File: src/hw/rtl/sme_ram.sv
// generic single write port ram with registered read
module sme_ram #(
    parameter int WIDTH = 8,
    parameter int DEPTH = 64
) (
    input  logic                     clk,
    input  logic                     we,
    input  logic [$clog2(DEPTH)-1:0] waddr,
    input  logic [WIDTH-1:0]         wdata,
    input  logic [$clog2(DEPTH)-1:0] raddr,
    output logic [WIDTH-1:0]         rdata
);

    logic [WIDTH-1:0] mem [DEPTH];

    always_ff @(posedge clk)
    begin
        if (we)
        begin
            mem[waddr] <= wdata;
        end
        rdata <= mem[raddr];
    end

endmodule

File: config.mk
export PLATFORM = sky130hd
export DESIGN_NAME = sme_ram
export DESIGN_NICKNAME = d
export VERILOG_FILES = /design/src/hw/rtl/sme_ram.sv
export SDC_FILE = /design/constraint.sdc
export NUM_CORES = 1
export LEC_CHECK = 0
export BUFFER_PORTS_ARGS = -buffer_cell sky130_fd_sc_hd__buf_4
export CAP_MARGIN = 10
export CORE_MARGIN = 3
export CORE_UTILIZATION = 45
export DETAILED_ROUTE_END_ITERATION = 8
export PLACE_DENSITY_LB_ADDON = 0.1
export SKIP_CTS_REPAIR_TIMING = 1
export SYNTH_ARGS = -nofsm -noshare
export SYNTH_HDL_FRONTEND = slang
export SYNTH_SLANG_ARGS = --single-unit
export TNS_END_PERCENT = 20
File: constraint.sdc
create_clock -name clk -period 5.32 [get_ports clk]
set_clock_uncertainty 0.05 [all_clocks]
set_input_delay 0.798 -clock clk [delete_from_list [all_inputs] [get_ports clk]]
set_output_delay 0.798 -clock clk [all_outputs]
set_load 0.005 [all_outputs]
# Yosys cells after proc, flatten, opt, wreduce, memory -nomap -nowiden
# Memory sizes are Yosys's and may differ from the RTL's. A register that Yosys moved wholly into a read port is not among the register bits.
# Index checks and enable logic that the tools add are counted.
[totals] reg_bits=0 latch_bits=0 mem_bits_rw=512 rom_bits=0 output_inout_bits=8 word_cells=3 mem_count=1
[mem_list] memory="mem" depth=64 word_bits=8 read_ports=1 rd_ports_with_merged_regs=1 write_ports=1 line_no="14" text="logic [WIDTH-1:0] mem [DEPTH];"
[classes] addsub=0 multipliers=0 div_mod_pow=0 order_cmp=0 eq_ne=0 n_shift=0 n_mux=2 bitwise_logic=0 n_reduce_logical=0
[op_table] op="1-bit two-way mux" n=2

# Longest topological paths before layout
# Gate-level depths: netlist of run 1.
[logic_depth] ltp_word=2 depth_mapped=9 depth_no_buf=5

# Worst setup path after synthesis of run 1
# No wires, ideal clock.
[synth_timing] path_type="input -> register" start="input port raddr[1]" end="register rdata[3], read port of mem" setup_time_ps=128 arrival_time_ps=2338 setup_slack_ps=2804 stages=7 n_path_buf=3 cell_sequence="buf_4 > buf_2 > buf_2 > mux4_2 > mux4_2 > o21ai_1 > o41ai_1"
[synth_lines] element="from (decl)" line_no="10" text="input logic [$clog2(DEPTH)-1:0] raddr,"
[synth_lines] element="to (decl)" line_no="11" text="output logic [WIDTH-1:0] rdata"

==> results of run 1 <==
==> cell families (layout without fill, tap and decap cells) <==
| group | count (synthesis) | after routing | share of synthesized area |
|---|---|---|---|
| and+or+nand+nor | 153 | 153 | 0.0339 |
| muxes | 162 | 162 | 0.159 |
| AOI/OAI and AO/OA | 54 | 54 | 0.0207 |
| DFF | 520 | 520 | 0.770 |
| buffers and inverters | 51 | 135 | 0.0157 |
==> worst paths after layout <==
path	endpoint	start
max reg2reg	rdata[6]	mem[29][6]
min	rdata[5]	raddr[5]
max	rdata[7]	raddr[1]
min reg2reg	rdata[0]	mem[23][0]
==> through the flow <==
stage                      util  area (um2)
after floorplan               -       20200
after global placement    0.479       20900
after detailed placement  0.479       20900
after CTS                 0.517       22500
after global routing      0.517       22500
final                     0.517       22500
==> registers in the layout, summed over array words and instances, names as in the netlist <==
name   flops
mem      512
rdata      8
==> cells in the mapped netlist (all sizes together), types with 4 or more instances <==
cell type / instances
nand2b: 7
o22ai: 8
clkbuf: 17
o21ai: 4
nor2: 83
a211oi: 4
buf: 34
nor3: 7
o221ai: 8
mux2i: 23
mux4: 126
a221oi: 6
nand2: 19
mux2: 13
nand3: 13
edfxtp: 512
nor2b: 14
dfxtp: 8
==> layout make-up <==
type	instances	share of cell area
multi-input cells	369	0.191
repair buffers	42	0.0148
flip-flops and latches	520	0.689
well taps	585	0.0325
clock buffers	61	0.0601
clock inverters	32	0.0123
==> power groups by stage <==
stage | sequential, mW | clock, mW | combinational, mW
after global placement | 4.64 | 0 | 0.424
after CTS | 4.55 | 3.61 | 0.428
after floorplan | 4.63 | 0 | 0.242
after detailed placement | 4.64 | 0 | 0.428
after global routing | 4.55 | 3.79 | 0.450
final | 4.55 | 3.54 | 0.419
==> routing by layer <==
layer | track usage | vias up | part of all wire
met5 | 0 | - | 0.00024
met4 | 0.0696 | 2 | 0.032
met3 | 0.0346 | 89 | 0.054
met2 | 0.309 | 289 | 0.47
met1 | 0.296 | 5002 | 0.45
li1 | - | 4012 | -
==> impl_results.md, run 1 <==
* Commonest non-fill, non-tap cell in the layout: edfxtp_1
* Post-route minimum period at around 3 ns
* CTS Root Cell: clkbuf_16
* CP startpoint kind: input port
* WL final at approximately 46 mm
* Vias in the first global route at 9659
* Vias per cell at approximately 6
* Register area at ~16000 um2
* Hold slack at between 0.5 and 0.6 ns
* Ant diodes at 0
* Core Region at between 40000 and 50000 um2
* CP cell instances: buf_4 -> buf_4 -> mux4_2 -> mux4_2 -> o21ai_0 -> nand2_1
* Post-route total power at between 8 and 9 mW
* CP endpoint kind: flip-flop
* Hold Path Depth at 2
* Vias at about 9400
* Wirelength per Cell at ~29 um
* Critical path required time at between 5 and 6 ns
* Synth top area share at 0.762
* FF-to-FF setup slack at ~3.2 ns
* Ys flop type: edfxtp_1
* Final hold violation count at 0
* Fillers at about 3400
* RSZ-0062 raised after global routing: no
* Flop pwr share at 0.535
* Multi-input gate area at between 4000 and 5000 um2
* Clock Power Share at 0.416
* Clock sinks at between 500 and 600
* Status: finished, final reports clean
* Largest net degree at the start of global routing at 65
* Reg clk slew, reported paths at around 0.06 ns
* # DRC at 0
* Global-route wire length before repair at 68.4 mm
* Die footprint at approximately 47000 um2
* Die width at around 220 um
* Slowest Stage Delay on Critical Path at roughly 0.74 ns
* Final net count at just over 1000
* Combinational Power Share at 0.049
* Clk buf depth at 3
* Post-synthesis cell count at between 900 and 1000
* Post-synth top area cell: edfxtp_1
* CTS tree: done
* Final setup viols at 0
* Crit-path max FO at 60
* R2R cell count at 5
* Initial DRC count at between 800 and 900
* Fin. max-slew vios at 0
* Placed cells at ~1500
* Tightest Pin Transition at about 1.0 ns
* Initial antenna violation count at 1
* Place WS at 1.71 ns
* Crit path depth at 6
* Fmax at roughly 330 MHz
* Final period util at 0.561
* Synth async-reset ratio at 0
* Synth top area cells: edfxtp_1 76%, mux4_2 14%, nor2_1 1.5%
* Switch share at 0.207
* Avg Inst Size Synth at ~21 um2
* Netlist cell types at 40
* Depth of the CTS H-tree at 2
* Insertion delay to the later sink of the worst-skew pair at 0.58 ns
* Routed Antenna Nets at 0
* Port Buf Inserts at 29
* CP arrival at approximately 3.4 ns
* Setup TNS at 0 ns
* Critical-path top delay cell: buf_4
* Core Rows at 76
* Post-Layout Cell Count at 1609
* Most frequent cells in the layout: 512 x edfxtp_1, 126 x mux4_2, 83 x nor2_1
* Number of enable flip-flop cells after synthesis at between 500 and 600
* First drt pass iteration count at 5
* Pwr Density at 377 nW/um2
* Placer Congestion at 0.830
* Initial Util at 0.462
* Setup slack after layout at around 2.3 ns
* MaxCap Viol Count at 0
* Warning count from the yosys run at 0
* Share of cells above drive strength 1 at 0.251
* GRT overflow at 0
* Detailed placement HPWL at around 27 mm
* P_leak at 6.97 nW
* Synthesized flop and latch total at 520
* Peak supply drop at between 0.2 and 0.25 mV
* Min-Delay Path Class: input port to flip-flop
* Buf/Inv on CP at 2
* # IOs at 30
* Max-slew headroom at 0.323
* Psw at 1.76 mW
* Total track usage at 0.202
* Crit path kind: input port to flip-flop
* Seq/Total Area, Yosys at 0.770
* Top delay family on crit path: buffers and inverters
* Internal at just under 7 mW
* Syn_nets at just under 1000
* Die Y at about 220 um
* Synth Cell Area at a little over 20000 um2
* Area Growth Syn to Fin at 11.8%
* Number of CTS-inserted buffers at 51
Power figures use the tool's default switching activity.
==> inputs of run 2 (changes only) <==
Clock period 5.32 ns to 2.7 ns, I/O delays scaled along.
==> impl_results.md, run 2 (synthesized netlist as in run 1, its figures left out) <==
* CP arrival at 2.47 ns (-0.92 ns)
* Internal at 13.3 mW (+97%)
* Placed cell area at 21800 um2 (+4.0%)
* Fmax at approximately 490 MHz
* Vias per cell at 5.75 (-1.5%)
* P_leak at 7.53 nW (+8.0%)
* Worst Hold Endpoint: rdata[5]
* CTS tree: done
* Combinational Power Share at 0.052 (+0.003)
* Crit path kind: flip-flop to flip-flop
* Psw at 3.46 mW (+97%)
* Register bank with the most flops: mem
* Number of CTS-inserted buffers at 53 (+3.9%)
* Depth of the CTS H-tree at 2 (unchanged)
* Max reg flops at 512 (unchanged)
* Core Rows at 76 (unchanged)
* Die footprint at 47400 um2 (unchanged)
* Worst r2r src: mem[45][0]
* Hold_sp: raddr[5]
* FF-to-FF End: rdata[0]
* Commonest non-fill, non-tap cell in the layout: edfxtp_1
* Fillers at 3378 (-1.2%)
* Vias in the first global route at 10100 (+4.6%)
* Final setup viols at 0 (unchanged)
* Post-route total power at 16.7 mW (+97%)
* Final period util at 0.762
* Clock sinks at 520 (unchanged)
* Clk buf depth at 3 (unchanged)
* Peak supply drop at 0.544 mV (+120%)
* Initial Util at 0.462 (unchanged)
* # DRC at 0 (unchanged)
* Min-Delay Path Class: input port to flip-flop
* Initial antenna violation count at 2 (+1)
* Tightest Pin Transition at 0.781 ns (-0.235 ns)
* Largest net degree at the start of global routing at 65 (unchanged)
* Vias at 9845 (+4.8%)
* Setup TNS at 0 ns (unchanged)
* Area Growth Syn to Fin at 16.0%
* Clock Power Share at 0.412 (-0.004)
* Wirelength per Cell at 27.5 um (-4.6%)
* Hold Path Depth at 2 (unchanged)
* FF-to-FF setup slack at 0.64 ns (-2.51 ns)
* Fin. max-slew vios at 0 (unchanged)
* CP startpoint kind: flip-flop
* Place WS at 0.174 ns (-1.54 ns)
* # IOs at 30 (unchanged)
* Initial DRC count at 833 (-6.0%)
* Flop pwr share at 0.536 (about the same)
* Design area at 23400 um2 (+3.7%)
* Switch share at 0.207 (about the same)
* GRT overflow at 0 (unchanged)
* CTS Root Cell: clkbuf_16
* Final hold violation count at 0 (unchanged)
* Detailed placement HPWL at 28.7 mm (+7.6%)
* CP endpoint kind: flip-flop
* R2R cell count at 5 (unchanged)
* Setup slack after layout at 0.643 ns (-1.69 ns)
* WL final at 47.0 mm (+1.5%)
* Most frequent cells in the layout: 512 x edfxtp_1, 133 x buf_4, 126 x mux4_2
* Global-route wire length before repair at 70.0 mm (+2.3%)
* Post-route minimum period at between 2 and 2.5 ns
* Share of cells above drive strength 1 at 0.314 (+0.0631)
* RSZ-0062 raised after global routing: no
* Port Buf Inserts at 29 (unchanged)
* Reg clk slew, reported paths at 0.06 ns (about the same)
* Die Y at 218 um (unchanged)
* MaxCap Viol Count at 0 (unchanged)
* Status: finished, final reports clean
* Pwr Density at 716 nW/um2 (+90%)
* Critical path required time at 3.12 ns (-2.60 ns)
* First drt pass iteration count at 5 (unchanged)
* Core Region at 43600 um2 (unchanged)
* Total track usage at 0.205 (+0.00352)
* Placer Congestion at 0.781 (-5.9%)
* Final core utilization at 0.536 (+0.0193)
* Max-slew headroom at 0.479 (+0.157)
* Routed Antenna Nets at 0 (unchanged)
* Crit-path max FO at 1 (-98%)
* Die width at 218 um (unchanged)
* Insertion delay to the later sink of the worst-skew pair at 0.59 ns (about the same)
* Final net count at 1108 (+10%)
* Ant diodes at 0 (unchanged)
* Biggest regs: mem x512, rdata x8
-- run 2: cell type report --
class	instances	area, um2	share of cell area
multi-input cells	369	4320	0.184
clock inverters	30	218	0.00931
well taps	585	732	0.0313
flip-flops and latches	520	15500	0.664
repair buffers	142	1170	0.0501
clock buffers	66	1420	0.0606
-- run 2: power groups by stage --
stage	Combinational [mW]	Clock, mW	Sequential, mW
finish	0.877	6.89	8.97
global route	0.945	7.45	8.97
CTS	0.898	7.08	8.97
detailed placement	0.896	0	9.14
global placement	0.887	0	9.14
floorplan	0.476	0	9.12
-- run 2: worst max-delay path by stage --
stage                          start       end  slack, ns  cells past startpoint
after global routing      mem[16][4]  rdata[4]       0.61                      5
after CTS                 mem[29][6]  rdata[6]       0.61                      5
after detailed placement    raddr[0]  rdata[0]       0.17                      7
after global placement      raddr[0]  rdata[7]       0.13                      6
final                     mem[45][0]  rdata[0]       0.64                      5
after floorplan             raddr[1]  rdata[3]       0.58                      7
-- run 2: worst max-delay path, stage by stage (launching register included) --
cell and delay (ns):
edfxtp_1 0.37, mux4_2 0.49, mux2_2 0.30, a221oi_1 0.45
buf_4 0.20, o2bb2ai_1 0.07
-- run 2: layer usage --
metal	up-vias	GRT usage	wire (um)
met2	305	0.321	22500
met1	5229	0.299	20500
li1	4224	-	-
met5	-	0	23
met4	4	0.0607	1230
met3	83	0.0368	2740
-- run 2: stage by stage --
stage          hold slack [ns]  std cells
3_3_place_gp             0.709       1616
5_1_grt                  0.121       1712
3_5_place_dp             0.714       1616
4_1_cts                 0.0869       1712
2_1_floorplan            0.454        940
6_report                 0.124       1712
